$ cat src/rtl/core/ktc_pkg.sv
package ktc_pkg;

    localparam int FRAC_BITS = 16;
    localparam int QBITS     = 64;                  // quotient bits of the divider
    localparam int QCNT_W    = $clog2(QBITS + 1);
    localparam int ROOT_ITER = 32;                  // result bits of the 64-bit root
    localparam int RCNT_W    = $clog2(ROOT_ITER + 1);

    localparam logic signed [31:0] QMAX = 32'sh7FFF_FFFF;
    localparam logic signed [31:0] QMIN = 32'sh8000_0000;

    // configuration register indexes
    localparam logic [2:0] CFG_SAMPLE_PERIOD = 3'd0;
    localparam logic [2:0] CFG_MEAS_NOISE    = 3'd1;
    localparam logic [2:0] CFG_PROC_NOISE    = 3'd2;
    localparam logic [2:0] CFG_SPEED_LIMIT   = 3'd3;
    localparam logic [2:0] CFG_INIT_POS_VAR  = 3'd4;
    localparam logic [2:0] CFG_INIT_VEL_VAR  = 3'd5;
    localparam logic [2:0] CFG_BOUND_SCALE   = 3'd6;

    localparam logic [31:0] RST_SAMPLE_PERIOD = 32'd65536;
    localparam logic [31:0] RST_MEAS_NOISE    = 32'd655360;
    localparam logic [31:0] RST_PROC_NOISE    = 32'd81920;
    localparam logic [31:0] RST_SPEED_LIMIT   = 32'd4587520;
    localparam logic [31:0] RST_INIT_POS_VAR  = 32'd6553600;
    localparam logic [31:0] RST_INIT_VEL_VAR  = 32'd6553600;
    localparam logic [31:0] RST_BOUND_SCALE   = 32'd196608;

    typedef struct packed {
        logic        start;
        logic        neg;     // sign of the numerator
        logic [63:0] mag;     // numerator magnitude
        logic [32:0] den;     // divisor, nonzero
    } t_div_req;

    typedef struct packed {
        logic busy;
        logic done;
    } t_unit_sts;

    function automatic logic signed [31:0] sat_add(input logic signed [31:0] a,
                                                   input logic signed [31:0] b);
        logic signed [32:0] s;
        s = {a[31], a} + {b[31], b};
        if (s[32] != s[31]) return s[32] ? QMIN : QMAX;
        return s[31:0];
    endfunction

    function automatic logic signed [31:0] sat_sub(input logic signed [31:0] a,
                                                   input logic signed [31:0] b);
        logic signed [32:0] s;
        s = {a[31], a} - {b[31], b};
        if (s[32] != s[31]) return s[32] ? QMIN : QMAX;
        return s[31:0];
    endfunction

    // sign plus magnitude to saturated Q value
    function automatic logic signed [31:0] sat_mag(input logic neg, input logic [65:0] m);
        logic [31:0] lo;
        lo = m[31:0];
        if (!neg) return (m > 66'h7FFF_FFFF) ? QMAX : $signed(lo);
        return (m > 66'h8000_0000) ? QMIN : $signed(-lo);
    endfunction

    // product back to Q format, nearest, ties away from zero
    function automatic logic signed [31:0] round_shift(input logic signed [65:0] p);
        logic [65:0] mag;
        logic [65:0] m;
        mag = p[65] ? 66'(-p) : 66'(p);
        m   = (mag + (66'd1 << (FRAC_BITS - 1))) >> FRAC_BITS;
        return sat_mag(p[65], m);
    endfunction

    function automatic logic signed [31:0] clip_reg(input logic [31:0] v);
        return v[31] ? QMAX : $signed(v);
    endfunction

    function automatic logic signed [32:0] sx33(input logic signed [31:0] x);
        return {x[31], x};
    endfunction

    function automatic logic signed [32:0] zx33(input logic [31:0] u);
        return {1'b0, u};
    endfunction

    function automatic logic signed [32:0] mag33(input logic signed [31:0] x);
        logic signed [32:0] e;
        e = {x[31], x};
        return x[31] ? -e : e;
    endfunction

endpackage

$ cat src/rtl/core/ktc_sqrt.sv
// Bit-pair integer square root of a 64-bit value, rounds down.
module ktc_sqrt (
    input  logic                 i_clk,
    input  logic                 i_rst_n,
    input  logic                 i_start,
    input  logic [63:0]          i_val,
    output ktc_pkg::t_unit_sts   o_sts,
    output logic [31:0]          o_root
);

    logic        r_busy;
    logic        r_done;
    logic [63:0] r_v;
    logic [63:0] r_r;
    logic [63:0] r_bit;
    logic [63:0] v_trial;

    assign v_trial = r_r + r_bit;

    always_ff @(posedge i_clk) begin
        if (!i_rst_n) begin
            r_busy <= 1'b0;
            r_done <= 1'b0;
            r_bit  <= '0;
        end else begin
            r_done <= 1'b0;
            if (i_start) begin
                r_busy <= 1'b1;
                r_bit  <= 64'd1 << 62;
            end else if (r_busy) begin
                if (r_bit == '0) begin
                    r_busy <= 1'b0;
                    r_done <= 1'b1;
                end else begin
                    r_bit <= r_bit >> 2;
                end
            end
        end
    end

    always_ff @(posedge i_clk) begin
        if (i_start) begin
            r_v <= i_val;
            r_r <= '0;
        end else if (r_busy && r_bit != '0) begin
            if (r_v >= v_trial) begin
                r_v <= r_v - v_trial;
                r_r <= (r_r >> 1) + r_bit;
            end else begin
                r_r <= r_r >> 1;
            end
        end
        if (r_busy && r_bit == '0) begin
            o_root <= r_r[31:0];
        end
    end

    assign o_sts.busy = r_busy;
    assign o_sts.done = r_done;

`ifndef SYNTHESIS
    a_bit_onehot: assert property (@(posedge i_clk) disable iff (!i_rst_n)
        $onehot0(r_bit))
        else $error("root trial bit not one-hot");
`endif

endmodule

$ cat config.mk
export PLATFORM = sky130hd
export DESIGN_NAME = ktc_sqrt
export DESIGN_NICKNAME = d
export VERILOG_FILES = /design/src/rtl/core/ktc_pkg.sv /design/src/rtl/core/ktc_sqrt.sv
export SDC_FILE = /design/constraint.sdc
export NUM_CORES = 1
export LEC_CHECK = 0
export BUFFER_PORTS_ARGS = -buffer_cell sky130_fd_sc_hd__buf_4
export CAP_MARGIN = 10
export CORE_MARGIN = 5
export CORE_UTILIZATION = 25
export CTS_CLUSTER_SIZE = 12
export DETAILED_ROUTE_END_ITERATION = 16
export PLACE_DENSITY = 0.4
export SYNTH_ARGS = -nofsm -noshare
export SYNTH_HDL_FRONTEND = slang
export SYNTH_SLANG_ARGS = --single-unit
$ cat constraint.sdc
create_clock -name i_clk -period 12.8 [get_ports i_clk]
set_clock_uncertainty 0.1 [all_clocks]
set_input_delay 0.64 -clock i_clk [delete_from_list [all_inputs] [get_ports i_clk]]
set_output_delay 0.64 -clock i_clk [all_outputs]
set_load 0.01 [all_outputs]
; ---- After elaboration in Yosys (flattened, before gate mapping)
; Index checks and enable logic that the tools add are counted.
[word_totals]
register_bits = 194
input_bits = 67
wordCells = 38
out_inout_bits = 34
[op_classes]
n_bitwise = 3
n_mux = 11
reduce_logical = 12
n_addsub = 3
magnitude_cmp = 1
eq_ne = 1
[ops]
columns = operator, count
row1 = 2-to-1 mux 64 bit, 4
row2 = 2-to-1 mux 63 bit, 3
row3 = adder 63 x 63 -> 64 bit, 1
row4 = adder 64 x 63 -> 64 bit, 1
row5 = >= comparator 64 bit, 1
row6 = zero test 64 bit, 1
row7 = nonzero test 64 bit, 1
row8 = subtractor 64 bit, 1
row9 = AND reduction 2 bit, 3
row10 = nonzero test 2 bit, 3
row11 = 2-to-1 mux 1 bit, 4
row12 = NOT 1 bit, 3
row13 = OR reduction 3 bit, 1
row14 = logical AND 1 bit, 2
row15 = != test 2 bit (second input constant), 1
row16 = OR reduction 2 bit, 1

; ---- Depth between registers and ports, before layout
[depth]
ltp_word = 5
depth_mapped = 26
mapped_depth_nobuf = 23

; ---- Worst setup path after synthesis
; Ideal clock, no wire load.
[synth_path]
kind = flip-flop to flip-flop
start = reg r_r[2]
end = reg r_v[0], enable pin
stages_incl_launch_ff = 24
path_buffers = 2
synth_period_minus_slack_ps = 6587
arrival_time_ps = 5798
slack_ps = 6213
setup_ps = 689
required_time_ps = 12011
path_cell_list = dfxtp_1 -> ha_1 -> a31o_2 -> a31oi_1 -> o21bai_1 -> a21boi_0 -> o21bai_1 -> a31o_2 -> a32oi_1 -> o31ai_1 -> a31oi_1 -> xor2_1 -> ha_1 -> buf_2 -> a21oi_1 -> o21ai_0 -> a221oi_2 -> o21bai_1 -> or2_1 -> a2111oi_2 -> o31ai_1 -> buf_2 -> nand2_1 -> nand2_1
[synth_via]
elab_chain_cells = 4
[synth_lines]
columns = item, line_no
row1 = "start, declared", ktc_sqrt.sv:14  ; logic [63:0] r_r;
row2 = "start signal, assigned", ktc_sqrt.sv:48  ; r_r <= (r_r >> 1) + r_bit;
row3 = "start signal, assigned", ktc_sqrt.sv:50  ; r_r <= r_r >> 1;
row4 = adder 64 x 63 -> 64 bit, ktc_sqrt.sv:18  ; assign v_trial = r_r + r_bit;
row5 = >= comparator 64 bit, ktc_sqrt.sv:46  ; if (r_v >= v_trial) begin
row6 = nonzero test 2 bit (no line), --
row7 = AND reduction 2 bit (no line), --
row8 = "end signal, assigned", ktc_sqrt.sv:43  ; r_v <= i_val;
row9 = "end signal, assigned", ktc_sqrt.sv:47  ; r_v <= r_v - v_trial;
row10 = "end, declared", ktc_sqrt.sv:13  ; logic [63:0] r_v;
; Every way passes these cells.
; A chain may end at the register's enable or synchronous reset.

; ---- Worst setup path after layout
[layout_path]
start = reg r_r[12]
end = reg r_v[9], enable pin
; Same word-level chain as after synthesis.

==> flow_summary.toml <==
[run_status]
status = "completed"

[placement]
io_buffer_count = 100
pre_cts_slack_ns = 5.25
place_congestion = 0.855
dpl.hpwl_um = 43300

[floorplan]
io_pins = 101
die_h_um = 263
row_count = 92
dieArea_mm2 = 0.0691
chipWidth_um = 263
start_util_pct = 25.3
core_mm2 = 0.0632

[route]
vias = 15000
vias_per_cell = 5.18
first_iter_violations = 1086
wl_per_cell_um = 19.7
drc_errors = 0
ant_nets = 0
firstDrtPassIters = 7
routed_wl_um = 57000

[timing]
max_slew_margin_pct = 29.6
period_share_pct = 58.7
setup_violations = 0
whs_ns = 0.290
tightestPinTransition_ns = 1.06
hold_viol = 0
fmaxAchievable_ghz = 0.133
tns_ns = 0
finalMaxSlewViolations = 0
fin_crit_ns = 7.51
rsz0062_at_grt = "no"
fin_ws_ns = 5.29

[global_route]
grt_use_total_pct = 16.0
overflow = 0
grt_pass1_vias = 14600
grt_max_degree = 101
grt_pass1_wl_um = 87800
antenna_found_initial = 1

[logic_synthesis]
synth.distinct_cells = 84
syn_nets = 2208
synthArstFlopShare_pct = 0
synth-main-ff-cell = "dfxtp_1"
netlist_area_mm2 = 0.0160
synth.avg_cell_area_um2 = 7.95
seq_area_frac_synth_pct = 30.3
yosysWarnings = 0
synth_edf_count = 96
ys_seq_elements = 194
synthCells = 2010

[cells_and_area]
layout.nets = 2231
area_delta_synth_final_pct = 13.1
layout-drive-gt1-share_pct = 9.09
n_fill_cell = 6859
diodes = 0

[cts]
ctsHoldBuffers = 0
clockBufferDepth = 2
cts_sinks = 194
cts_buffers = 17
clkTransAtPathRegs_ns = 0.08
cts_resized = 0
tritoncts = "built"
post-cts-setup-buffers = 0
htreeDepth = 4
clk_latency_ns = 0.50
clk_root_buffer_cell = "clkbuf_16"

[setup_path]
reg2reg_depth = 23
critPathArrivalTime_ns = 7.53
slowest_delay_ns = 0.71
crit_top_cell = "nand2_1"
crit_slowest_cell = "a21boi_0"
critPathMaxFanout = 64
path_depth = 23
cp.required_ns = 12.82
cp_top_family = "compound AO/OA/AOI/OAI gates"
endpoint_kind = "register"
start_kind = "register"
crit_chain = "ha_1 > a31oi_1 > o21a_1 > o21a_1 > a21boi_0 > o21ai_1 > a211oi_1 > o21bai_1 > nand2_1 > nand2_1 > xnor2_1 > ha_1 > a21oi_1 > o21bai_1 > a21oi_1 > o21ai_0 > or2_1 > o22ai_1 > o31ai_4 > buf_4 > nand2_1 > nand2_2 > buf_4"
path_class = "register to register"
crit_buf_inv = 2

[pwr]
power_uw = 2110
irDropWorstVdd_mv = 0.109
powerDensity_mw_per_mm2 = 117
p_leak_uw = 0.00651

[worst_hold_path]
hold_depth = 2
hp-class = "input port to register"

[run]
drv_cap = 0
==> placed cells by master (no fill, tap or decap), types with 4 or more instances in the layout <==
cell type and instances:
a211oi_1 25, a21boi_0 10, a21o_1 43, a21oi_1 168, a221o_1 6, a221oi_1 7
a31o_2 9, a31oi_1 77, and2_1 10, and3_1 18, buf_4 112, clkbuf_16 17
dfxtp_1 98, edfxtp_1 96, ha_1 130, inv_1 39, mux2i_1 10, nand2_1 316
nand2b_1 9, nand3_1 36, nand4_1 41, nor2_1 144, nor2b_1 15, nor3_1 57
nor3b_1 7, nor4_1 17, o211ai_1 9, o21a_1 18, o21ai_0 181, o21ai_1 8
o21bai_1 36, o221ai_1 5, o22ai_1 4, o311ai_0 4, o31ai_1 11, o41ai_1 4
or4_1 5, xnor2_1 80, xor2_1 76
==> where the power goes <==
part	total, uW	switching [uW]	internal [uW]
logic	759	471	288
registers	763	42.3	721
clock network	588	287	301
total	2110	800	1310
==> through the flow <==
stage | instances | util, % | area, um2
finish | 2892 | 28.6 | 18100
global route | 2892 | 28.6 | 18100
CTS | 2892 | 28.6 | 18100
detailed placement | 2860 | 27.6 | 17500
global placement | 2860 | 27.6 | 17500
floorplan | 2010 | - | 16000
==> registers in the layout (all words and copies together) (netlist names) <==
register  flops
r_busy        1
r_done        1
r_r          64
o_root       32
r_v          64
r_bit        32
==> per-layer routing <==
layer | global-route usage [%] | vias up | wire length, um
li1 | - | 7466 | -
met1 | 22.8 | 7158 | 28100
met2 | 25.2 | 299 | 25700
met3 | 2.77 | 44 | 2230
met4 | 3.94 | 2 | 1000
met5 | 0 | - | 14
==> area by class of cell <==
type                    count  area, um2  share of cell area (%)
repair buffers            112        841                    4.65
multi-input cells        1668      10600                    58.4
inverters                  40        150                   0.831
flip-flops and latches    194       4840                    26.8
clock inverters            13        175                   0.969
clock buffers              19        443                    2.45
well taps                 846       1060                    5.86
==> logic make-up (layout without fill, tap and decap cells) <==
logic type	count (synthesis)	count (layout)	synth area share, %
buffers and inverters	148	184	3.78
AOI/OAI and AO/OA	676	676	26.8
and+or+nand+nor	692	692	19.4
DFF	194	194	30.3
muxes	13	13	0.838
adders and majority gates	131	131	10.3
xor gates and xnor gates	156	156	8.55
==> Yosys cell counts, types with 10 or more instances <==
cell / instances / area share [%]
nand2_1: 317 / 7.4
and3_1: 18 / 0.70
a21o_1: 43 / 2.0
nor3_1: 57 / 1.8
clkbuf_1: 85 / 2.0
a31oi_1: 77 / 3.0
o21ai_0: 181 / 5.7
nand3_1: 36 / 1.1
mux2i_1: 10 / 0.63
a21oi_1: 168 / 5.3
and2_1: 11 / 0.43
nand4_1: 41 / 1.6
o21bai_1: 36 / 1.7
nor4_1: 17 / 0.67
edfxtp_1: 96 / 18
o31ai_1: 12 / 0.56
inv_1: 40 / 0.94
ha_1: 130 / 10
dfxtp_1: 98 / 12
nand2b_1: 10 / 0.39
o21a_1: 18 / 0.85
xor2_1: 76 / 4.2
xnor2_1: 80 / 4.4
a211oi_1: 25 / 1.2
a21boi_0: 10 / 0.47
nor2_1: 144 / 3.4
nor2b_1: 16 / 0.63
==> worst paths after layout <==
path,from,to,slack (ns)
max,r_r[12],r_v[9],5.29
min,i_rst_n,r_busy,0.29
max reg2reg,r_r[12],r_v[9],5.29
min reg2reg,r_r[0],o_root[0],0.38
Power figures use the tool's default switching activity.
