### src/rtl/core/ktc_pkg.sv
package ktc_pkg;

    localparam int FRAC_BITS = 16;
    localparam int QBITS     = 64;                  // quotient bits of the divider
    localparam int QCNT_W    = $clog2(QBITS + 1);
    localparam int ROOT_ITER = 32;                  // result bits of the 64-bit root
    localparam int RCNT_W    = $clog2(ROOT_ITER + 1);

    localparam logic signed [31:0] QMAX = 32'sh7FFF_FFFF;
    localparam logic signed [31:0] QMIN = 32'sh8000_0000;

    // configuration register indexes
    localparam logic [2:0] CFG_SAMPLE_PERIOD = 3'd0;
    localparam logic [2:0] CFG_MEAS_NOISE    = 3'd1;
    localparam logic [2:0] CFG_PROC_NOISE    = 3'd2;
    localparam logic [2:0] CFG_SPEED_LIMIT   = 3'd3;
    localparam logic [2:0] CFG_INIT_POS_VAR  = 3'd4;
    localparam logic [2:0] CFG_INIT_VEL_VAR  = 3'd5;
    localparam logic [2:0] CFG_BOUND_SCALE   = 3'd6;

    localparam logic [31:0] RST_SAMPLE_PERIOD = 32'd65536;
    localparam logic [31:0] RST_MEAS_NOISE    = 32'd655360;
    localparam logic [31:0] RST_PROC_NOISE    = 32'd81920;
    localparam logic [31:0] RST_SPEED_LIMIT   = 32'd4587520;
    localparam logic [31:0] RST_INIT_POS_VAR  = 32'd6553600;
    localparam logic [31:0] RST_INIT_VEL_VAR  = 32'd6553600;
    localparam logic [31:0] RST_BOUND_SCALE   = 32'd196608;

    typedef struct packed {
        logic        start;
        logic        neg;     // sign of the numerator
        logic [63:0] mag;     // numerator magnitude
        logic [32:0] den;     // divisor, nonzero
    } t_div_req;

    typedef struct packed {
        logic busy;
        logic done;
    } t_unit_sts;

    function automatic logic signed [31:0] sat_add(input logic signed [31:0] a,
                                                   input logic signed [31:0] b);
        logic signed [32:0] s;
        s = {a[31], a} + {b[31], b};
        if (s[32] != s[31]) return s[32] ? QMIN : QMAX;
        return s[31:0];
    endfunction

    function automatic logic signed [31:0] sat_sub(input logic signed [31:0] a,
                                                   input logic signed [31:0] b);
        logic signed [32:0] s;
        s = {a[31], a} - {b[31], b};
        if (s[32] != s[31]) return s[32] ? QMIN : QMAX;
        return s[31:0];
    endfunction

    // sign plus magnitude to saturated Q value
    function automatic logic signed [31:0] sat_mag(input logic neg, input logic [65:0] m);
        logic [31:0] lo;
        lo = m[31:0];
        if (!neg) return (m > 66'h7FFF_FFFF) ? QMAX : $signed(lo);
        return (m > 66'h8000_0000) ? QMIN : $signed(-lo);
    endfunction

    // product back to Q format, nearest, ties away from zero
    function automatic logic signed [31:0] round_shift(input logic signed [65:0] p);
        logic [65:0] mag;
        logic [65:0] m;
        mag = p[65] ? 66'(-p) : 66'(p);
        m   = (mag + (66'd1 << (FRAC_BITS - 1))) >> FRAC_BITS;
        return sat_mag(p[65], m);
    endfunction

    function automatic logic signed [31:0] clip_reg(input logic [31:0] v);
        return v[31] ? QMAX : $signed(v);
    endfunction

    function automatic logic signed [32:0] sx33(input logic signed [31:0] x);
        return {x[31], x};
    endfunction

    function automatic logic signed [32:0] zx33(input logic [31:0] u);
        return {1'b0, u};
    endfunction

    function automatic logic signed [32:0] mag33(input logic signed [31:0] x);
        logic signed [32:0] e;
        e = {x[31], x};
        return x[31] ? -e : e;
    endfunction

endpackage

### src/rtl/core/ktc_div.sv
// Restoring divider, one quotient bit per cycle; rounds to nearest and saturates.
module ktc_div (
    input  logic                 i_clk,
    input  logic                 i_rst_n,
    input  ktc_pkg::t_div_req    i_req,
    output ktc_pkg::t_unit_sts   o_sts,
    output logic signed [31:0]   o_quo
);

    logic                             r_busy;
    logic                             r_done;
    logic [ktc_pkg::QCNT_W-1:0]       r_cnt;
    logic                             r_neg;
    logic [32:0]                      r_den;
    logic [33:0]                      r_rem;
    logic [63:0]                      r_quo;
    logic [33:0]                      v_shift;
    logic [34:0]                      v_diff;

    always_comb begin
        v_shift = {r_rem[32:0], r_quo[63]};
        v_diff  = {1'b0, v_shift} - {2'b00, r_den};
    end

    always_ff @(posedge i_clk) begin
        if (!i_rst_n) begin
            r_busy <= 1'b0;
            r_done <= 1'b0;
            r_cnt  <= '0;
        end else begin
            r_done <= 1'b0;
            if (i_req.start) begin
                r_busy <= 1'b1;
                r_cnt  <= ktc_pkg::QCNT_W'(ktc_pkg::QBITS);
            end else if (r_busy) begin
                if (r_cnt == '0) begin
                    r_busy <= 1'b0;
                    r_done <= 1'b1;
                end else begin
                    r_cnt <= r_cnt - 1'b1;
                end
            end
        end
    end

    always_ff @(posedge i_clk) begin
        if (i_req.start) begin
            r_neg <= i_req.neg;
            r_den <= i_req.den;
            r_rem <= '0;
            r_quo <= i_req.mag + {32'd0, i_req.den[32:1]};   // add half divisor to round
        end else if (r_busy && r_cnt != '0) begin
            if (!v_diff[34]) begin
                r_rem <= v_diff[33:0];
                r_quo <= {r_quo[62:0], 1'b1};
            end else begin
                r_rem <= v_shift;
                r_quo <= {r_quo[62:0], 1'b0};
            end
        end
        if (r_busy && r_cnt == '0) begin
            o_quo <= ktc_pkg::sat_mag(r_neg, {2'b00, r_quo});
        end
    end

    assign o_sts.busy = r_busy;
    assign o_sts.done = r_done;

endmodule

### config.mk
export PLATFORM = sky130hd
export DESIGN_NAME = ktc_div
export DESIGN_NICKNAME = d
export VERILOG_FILES = /design/src/rtl/core/ktc_pkg.sv /design/src/rtl/core/ktc_div.sv
export SDC_FILE = /design/constraint.sdc
export NUM_CORES = 1
export LEC_CHECK = 0
export BUFFER_PORTS_ARGS = -buffer_cell sky130_fd_sc_hd__buf_2
export CAP_MARGIN = 25
export CORE_MARGIN = 2
export CORE_UTILIZATION = 40
export DETAILED_ROUTE_END_ITERATION = 12
export GPL_ROUTABILITY_DRIVEN = 0
export PLACE_DENSITY = 0.56
export SKIP_CTS_REPAIR_TIMING = 1
export SYNTH_ARGS = -nofsm -noshare
export SYNTH_HDL_FRONTEND = slang
export SYNTH_SLANG_ARGS = --single-unit
### constraint.sdc
create_clock -name i_clk -period 3.85 [get_ports i_clk]
set_input_delay 0.5775 -clock i_clk [delete_from_list [all_inputs] [get_ports i_clk]]
set_output_delay 0.5775 -clock i_clk [all_outputs]
set_load 0.01 [all_outputs]
After elaboration in Yosys (flattened, before gate mapping) --
Index checks and enable logic that the tools add are counted.
Storage, ports and cells: register bits 172, input bits 101, logic and storage cells 46
Cells by class: $add $sub $neg 4, magnitude comparators 2, equality and inequality tests 1, multiplexer cells 17, bitwise logic cells 3, reduce and logical (&&, ||, !) cells 10
Operators by type and width (count):
- 32-bit two-way mux | 4
- 64-bit two-way mux | 2
- 64-bit by 32-bit adder with 64-bit output | 1
- 64-bit by 31-bit > comparator with 1-bit output (second input constant) | 1
- 64-bit by 32-bit > comparator with 1-bit output (second input constant) | 1
- 34-bit by 33-bit subtractor with 35-bit output | 1
- 33-bit two-way mux | 1
- 32-bit negator | 1
- 7-bit two-way mux | 3
- 7-bit zero test | 1
- 1-bit two-way mux | 7
- 7-bit nonzero test | 1
- 7-bit by 1-bit subtractor with 7-bit output (second input constant) | 1
- 2-bit AND reduction | 2
- 2-bit nonzero test | 2
- 1-bit NOT | 3
- 3-bit OR reduction | 1
- 1-bit logical AND | 2
- 2-bit != test (second input constant) | 1
- 2-bit OR reduction | 1

Depth between registers and ports, before layout --
Gate-level depths: netlist of run 1.
depth in word-level cells 4, gate-level depth with buffers 14

Worst setup path after synthesis of run 1 --
No wires, ideal clock.
path type input -> register, start input port i_req[1] (netlist name), end register r_quo[32] (data pin), setup time 260 ps, arrival 3020 ps, slack 570 ps, cell stages on the path 11, path through ha_1 -> fa_1 -> a21o_1 -> a221oi_2 -> o311ai_4 -> a211oi_2 -> o21ba_1 -> o21a_2 -> buf_4 -> xnor2_1 -> mux2_2
On the way: longest elaborated chain between the ends 2
RTL lines:
- start, declared | RTL line ktc_div.sv:5 | input ktc_pkg::t_div_req i_req,
- 64-bit by 32-bit adder with 64-bit output | RTL line ktc_div.sv:51 | r_quo <= i_req.mag + {32'd0, i_req.den[32:1]};
- 64-bit two-way mux | RTL line ktc_div.sv:47 | if (i_req.start) begin
- end signal, assigned | RTL line ktc_div.sv:51
- end signal, assigned | RTL line ktc_div.sv:55 | r_quo <= {r_quo[62:0], 1'b1};
- end signal, assigned | RTL line ktc_div.sv:58 | r_quo <= {r_quo[62:0], 1'b0};
- end, declared | RTL line ktc_div.sv:16 | logic [63:0] r_quo;
Every way passes these cells. A chain may end at the register's enable or synchronous reset.

Worst setup path in the final report of run 1 --
start register r_quo[63], end register r_rem[18]
On the way: longest elaborated chain between the ends 2
RTL lines:
- 34-bit by 33-bit subtractor with 35-bit output | RTL line ktc_div.sv:22 | v_diff = {1'b0, v_shift} - {2'b00, r_den};
- 33-bit two-way mux | RTL line ktc_div.sv:53 | if (!v_diff[34]) begin
- end signal, assigned | RTL line ktc_div.sv:54 | r_rem <= v_diff[33:0];
- end signal, assigned | RTL line ktc_div.sv:57 | r_rem <= v_shift;
- end, declared | RTL line ktc_div.sv:15 | logic [33:0] r_rem;
Every way passes these cells.

==> results of run 1 <==
[flip-flops by register name, indices dropped and copies added, names as in the netlist]
register	count
r_neg	1
r_cnt	7
r_quo	64
r_rem	33
r_done	1
r_den	33
o_quo	32
r_busy	1
[metrics by stage]
stage	hold WS [ns]	power (mW)	instance area, um2	util
finish	0.316	5.54	13500	0.459
global route	0.298	5.82	13500	0.459
CTS	0.294	5.58	13500	0.458
detailed placement	0.480	3.95	12900	0.440
global placement	0.486	3.94	12900	0.440
floorplan	0.453	3.48	11900	-
[report_power, final]
group / leakage, nW / internal, mW / total, mW / switching, mW
Combinational: 3.60 / 0.613 / 1.50 / 0.889
Clock: 0.247 / 0.832 / 1.61 / 0.775
Sequential: 1.60 / 2.24 / 2.43 / 0.184
Total: 5.45 / 3.69 / 5.54 / 1.85
[cell usage after synthesis, types with 8 or more instances]
master	number	share of area
a21o_1	40	0.025
a21oi_1	177	0.075
a31oi_1	14	0.0074
and2_1	9	0.0047
and3_1	18	0.0095
buf_2	11	0.0046
clkbuf_1	49	0.015
dfxtp_1	42	0.071
edfxtp_1	130	0.33
ha_1	68	0.072
inv_1	75	0.024
mux2_2	20	0.019
mux2i_1	9	0.0076
nand2_1	83	0.026
nand3_1	24	0.010
nand4_1	18	0.0095
nor2_1	119	0.038
nor2b_1	9	0.0047
nor3_1	36	0.015
nor3b_1	8	0.0051
nor4_1	17	0.0090
o211ai_1	8	0.0051
o21a_1	9	0.0057
o21ai_0	73	0.031
o21bai_1	9	0.0057
o22a_1	10	0.0074
o31ai_1	10	0.0063
or3_1	10	0.0053
xnor2_1	71	0.052
xor2_1	22	0.016
[worst min-delay path by stage]
stage,to,slack (ns),startpoint
global placement,r_rem[2],0.49,r_rem[2]
finish,r_neg,0.32,i_req[97]
detailed placement,r_rem[2],0.48,r_rem[2]
global route,r_neg,0.30,i_req[97]
floorplan,r_rem[2],0.45,r_rem[2]
CTS,r_neg,0.29,i_req[97]
[worst register-to-register path: cells and delay by family (launching register included)]
kind	cells	cell delay, ns
buffers and inverters	3	0.41
AND/OR/NAND/NOR	2	0.25
adder cells (fa/ha/maj)	2	0.56
AO/OA/AOI/OAI	7	1.58
flip-flops	1	0.41
[placed cells by master (no fill, tap or decap), types with 20 or more instances in the layout]
cell        n
nor3_1     36
o21ai_0    73
nand3_1    24
ha_1       68
a21o_1     40
xnor2_1    71
a21oi_1   177
buf_2     133
dfxtp_1    42
nor2_1    118
xor2_1     22
nand2_1    82
mux2_2     20
inv_1      75
edfxtp_1  130
[cell families after synthesis]
family | after synthesis | synth area share
AO/OA/AOI/OAI | 414 | 0.218
XOR/XNOR | 93 | 0.0686
adder cells (fa/ha/maj) | 70 | 0.0750
buffers and inverters | 141 | 0.0476
flip-flops | 172 | 0.400
multiplexers | 29 | 0.0266
AND/OR/NAND/NOR | 383 | 0.165
[layout make-up]
cell class                 count  area [um2]  share of cell area
clock buffer                  20         437              0.0324
inverter                      76         285              0.0212
tap                          390         488              0.0362
sequential                   172        4740               0.352
multi-input combinational    989        6580               0.488
timing repair buffer         153         853              0.0633
antenna                        1        2.50            0.000186
clock inverter                12        90.1             0.00668
[routing by layer]
layer	vias to the layer above	global-route usage	share of wire
met5	-	0	0.00040
met4	2	0.0709	0.026
met3	48	0.0409	0.051
met2	280	0.352	0.47
met1	4718	0.275	0.45
li1	4997	-	-
==> summary.md, run 1 <==
| Metric | Value |
|---|---|
| Status | `finished clean` |
| Clk buf depth | `2` |
| Finished Layout Cells | `1813` |
| CTS H-tree depth | `4` |
| Setup crit start | `r_quo[63]` |
| Initial core utilization | `0.404` |
| CTS tree | `built` |
| IO buf count | `134` |
| Type of origin of the critical path | `flop` |
| WHS Path Cells | `1` |
| Worst Path Buf+Inv | `3` |
| Max Cap Viol | `0` |
| Number of synthesized flops with an enable pin | `130` |
| GRT overflow | `0` |
| Fin crit period | `3.37 ns` |
| Clock Sinks | `172` |
| Delay of the slowest cell on the worst path | `0.41 ns` |
| Reg2Reg Depth | `14` |
| # nets final | `1580` |
| Max Transition Viols Final | `0` |
| Worst-path clk slew | `0.07 ns` |
| Cell area after synthesis | `11900 um2` |
| Post-Place Cells | `1779` |
| Root buf cell | `clkbuf_16` |
| Final WS setup | `0.482 ns` |
| Arrival time worst endpoint | `3.67 ns` |
| Reg-to-Reg Start | `r_quo[63]` |
| Largest net degree at the start of global routing | `76` |
| Total CTS buffers | `17` |
| Crit path cell chain | `inv_1, ha_1, inv_1, fa_1, a21o_1, a221oi_2, nand3_1, a221oi_2, o31ai_1, a21oi_4, buf_12, nor2_1, a21oi_1, a21oi_1` |
| Worst r2r dst | `r_rem[18]` |
| First-pass GRT wire length | `50900 um` |
| Vias | `10000` |
| Critical path endpoint | `r_rem[18]` |
| I/O pin count | `135` |
| Worst path depth | `14` |
| Die area | `31100 um2` |
| Vias per std cell | `5.54` |
| Initial antenna violation count | `4` |
| Crit path max-delay family | `compound AO/OA/AOI/OAI gates` |
| CP Max Fanout | `56` |
| 1st-iter DRT viols | `763` |
| WL/cell | `18.1 um` |
| Worst slew pin tran | `0.834 ns` |
| R2R Setup Slk | `0.48 ns` |
| Filler instances | `2921` |
| Final setup vio count | `0` |
| F_max | `0.297 GHz` |
| Num rows | `63` |
| RSZ-0062 raised after global routing | `false` |
| Critical path's slowest cell | `edfxtp_1` |
| Number of global-route vias before repair | `9411` |
| All-Layer GR Usage | `0.211` |
| Most used DFF post-synth | `edfxtp_1` |
| Async set-or-reset flop fraction in the synthesized netlist | `0` |
| Post-synthesis register bit count | `172` |
| Static leakage | `5.45 nW` |
| Unique masters post-synth | `81` |
| Drt total wl | `32800 um` |
| Die Y | `176 um` |
| Tcrit/Tclk final | `0.875` |
| Mapped Cells | `1302` |
| Critical path required time | `4.15 ns` |
| Die W | `176 um` |
| Hold Vio Cnt, Final | `0` |
| Pre-CTS WS | `0.135 ns` |
| WS Path Type | `reg -> reg` |
| Layout Skew | `0.0192 ns` |
| Detail Route Antenna Nets | `0` |
| Syn. warnings | `0` |
| Net Count, Synth | `1473` |
| Slew HR | `0.444` |
| Area grow syn2layout | `13.6%` |
| Fraction of layout cells with a size suffix above 1 | `0.168` |
| Seq/Total Area, Yosys | `0.400` |
| Worst min path class | `in -> reg` |
| Worst setup EP type | `flop` |
| Drt pass-1 iters | `8` |
| VDD IR max | `0.334 mV` |
| Average cell area after synthesis | `9.12 um2` |
| DP HPWL | `25000 um` |
| DR DRC count | `0` |
| Clk_lat worst skew | `0.44 ns` |
| Core Footprint | `29400 um2` |
| Setup tns final | `0 ns` |
| Pwr/cell area | `411 nW/um2` |
(Power assumes the default switching activity.)
==> inputs of run 2 (changes only) <==
Settings changed: BUFFER_PORTS_ARGS -buffer_cell sky130_fd_sc_hd__buf_2 to not set, DONT_BUFFER_PORTS set to 1, GPL_TIMING_DRIVEN set to 0, PLACE_DENSITY 0.56 to 0.52.
==> summary.md, run 2 (same netlist as run 1, synthesis figures left out) <==
| Metric | Value |
|---|---|
| Status | `finished clean` |
| Biggest register | `r_quo` |
| Int Pwr | `3.68 mW (about the same)` |
| Clk_lat worst skew | `0.45 ns (about the same)` |
| Core Footprint | `29400 um2 (unchanged)` |
| Reg2Reg Depth | `10 (-4)` |
| 1st-iter DRT viols | `715 (-6.3%)` |
| Fin crit period | `3.63 ns (+0.263 ns)` |
| Num rows | `63 (unchanged)` |
| Worst r2r dst | `o_quo[3]` |
| Layout Skew | `0.0142 ns (-0.00506 ns)` |
| CTS H-tree depth | `4 (unchanged)` |
| Sequential power share | `0.433 (-0.005)` |
| Type of origin of the critical path | `flop` |
| Drt total wl | `36000 um (+9.9%)` |
| All-Layer GR Usage | `0.231 (+0.0197)` |
| Root buf cell | `clkbuf_16` |
| Number of global-route vias before repair | `9468 (+0.61%)` |
| Initial core utilization | `0.404 (unchanged)` |
| Worst slew pin tran | `0.934 ns (+0.0999 ns)` |
| WHS Path Cells | `0 (-1)` |
| WL/cell | `20.8 um (+15%)` |
| Setup crit start | `r_quo[0]` |
| Vias | `9902 (-1.4%)` |
| Fraction of layout cells with a size suffix above 1 | `0.0815 (-0.0866)` |
| Filler instances | `2943 (+0.75%)` |
| Top Registers | `r_quo (64), r_den (33), r_rem (33)` |
| Finished Layout Cells | `1730 (-4.6%)` |
| Worst setup EP type | `flop` |
| Initial antenna violation count | `2 (-2)` |
| RSZ-0062 raised after global routing | `false` |
| Overall power | `5.60 mW (+1.2%)` |
| Worst-path clk slew | `0.08 ns (about the same)` |
| Reg-to-Reg Start | `r_quo[0]` |
| Critical path endpoint | `o_quo[3]` |
| Worst min path class | `in -> reg` |
| Die Y | `176 um (unchanged)` |
| Pwr/cell area | `430 nW/um2 (+4.8%)` |
| Largest register FFs | `64 (unchanged)` |
| Drt pass-1 iters | `6 (-2)` |
| Commonest cells after routing, fill and taps aside | `a21oi_1, edfxtp_1, nor2_1` |
| Hold Vio Cnt, Final | `0 (unchanged)` |
| Area post-placement | `12400 um2 (-4.3%)` |
| Largest net degree at the start of global routing | `66 (-13%)` |
| Post-Place Cells | `1692 (-4.9%)` |
| Final setup vio count | `0 (unchanged)` |
| Detail Route Antenna Nets | `0 (unchanged)` |
| R2R Setup Slk | `0.22 ns (-0.26 ns)` |
| Comb power frac | `0.261 (-0.010)` |
| Static leakage | `4.99 nW (-8.3%)` |
| Switching Share | `0.342 (+0.00856)` |
| Slew HR | `0.377 (-0.0666)` |
| IO buf count | `0 (-100%)` |
| Design Area, Final | `13000 um2 (-3.5%)` |
| I/O pin count | `135 (unchanged)` |
| # nets final | `1496 (-5.3%)` |
| VDD IR max | `0.317 mV (-5.0%)` |
| DR DRC count | `0 (unchanged)` |
| Max Transition Viols Final | `0 (unchanged)` |
| Total CTS buffers | `17 (unchanged)` |
| Vias per std cell | `5.72 (+3.3%)` |
| Critical path required time | `4.04 ns (-0.11 ns)` |
| Area grow syn2layout | `9.62%` |
| Commonest non-fill, non-tap cell in the layout | `a21oi_1` |
| Clock share of power | `0.306 (+0.016)` |
| Tcrit/Tclk final | `0.943 (+0.0683)` |
| Clock Sinks | `172 (unchanged)` |
| Die area | `31100 um2 (unchanged)` |
| DP HPWL | `28000 um (+12%)` |
| CP Max Fanout | `10 (-82%)` |
| P_sw | `1.92 mW (+3.8%)` |
| Max Cap Viol | `0 (unchanged)` |
| GRT overflow | `0 (unchanged)` |
| Clk buf depth | `2 (unchanged)` |
| F_max | `0.275 GHz (-7.2%)` |
| Arrival time worst endpoint | `3.82 ns (+0.15 ns)` |
| Setup tns final | `0 ns (unchanged)` |
| First-pass GRT wire length | `54400 um (+6.8%)` |
| CTS tree | `built` |
| WS Path Type | `reg -> reg` |
| Die W | `176 um (unchanged)` |
[run 2: cell count changes in the layout (fill, tap and decap cells not counted), moves of 2 or more]
cell,change
clkinvlp_4,-3
clkbuf_1,+46
buf_6,+2
buf_4,-9
buf_2,-124
buf_12,-3
inv_6,+5
a221oi_2,-2
a221oi_4,+2
[run 2: layout make-up]
cell class	instances	area (um2)	share of cell area
diodes	2	5.00	0.000385
plain buffers	65	290	0.0223
clock buffers	19	443	0.0340
clock inverters	13	121	0.00932
inverters	76	285	0.0219
multi-input cells	989	6610	0.508
flip-flops and latches	172	4740	0.365
well taps	390	488	0.0375
repair buffers	4	30.0	0.00231
[run 2: how the worst min path moves through the flow]
stage              start        end  slack, ns
6_report       i_req[17]  r_den[17]       0.22
4_1_cts        i_req[17]  r_den[17]       0.20
3_3_place_gp    r_rem[2]   r_rem[2]       0.48
5_1_grt        i_req[22]  r_den[22]       0.20
3_5_place_dp    r_rem[2]   r_rem[2]       0.49
2_1_floorplan   r_rem[2]   r_rem[2]       0.45
[run 2: critical path, stage by stage, from the launching register on]
cell and delay [ns]:
edfxtp_1 0.43, inv_1 0.24, ha_1 0.27, nand3_1 0.30, nor4b_4 0.47, nand3_2 0.18
o41ai_2 0.51, nand2_1 0.17, inv_2 0.23, o21ai_0 0.14, a21oi_1 0.42
[run 2: power by group through the flow]
| stage | registers, mW | logic [mW] | clock network (mW) |
|---|---|---|---|
| floorplan | 2.40 | 1.07 | 0 |
| global placement | 2.47 | 1.42 | 0 |
| detailed placement | 2.46 | 1.43 | 0 |
| CTS | 2.42 | 1.44 | 1.75 |
| global route | 2.45 | 1.61 | 1.80 |
| finish | 2.43 | 1.46 | 1.71 |
[run 2: metal layers]
| metal | track usage | up-vias | wire length [um] |
|---|---|---|---|
| li1 | - | 4846 | - |
| met1 | 0.301 | 4743 | 16100 |
| met2 | 0.386 | 273 | 17200 |
| met3 | 0.0480 | 40 | 2080 |
| met4 | 0.0699 | 0 | 644 |
| met5 | 0 | - | 0 |
[run 2: stage by stage]
step / setup WS (ns) / hold WS (ns) / utilization
finish: 0.219 / 0.223 / 0.443
global route: 0.0185 / 0.204 / 0.443
CTS: -0.0361 / 0.202 / 0.440
detailed placement: -0.0834 / 0.488 / 0.421
global placement: -0.579 / 0.484 / 0.420
floorplan: 0.570 / 0.453 / -
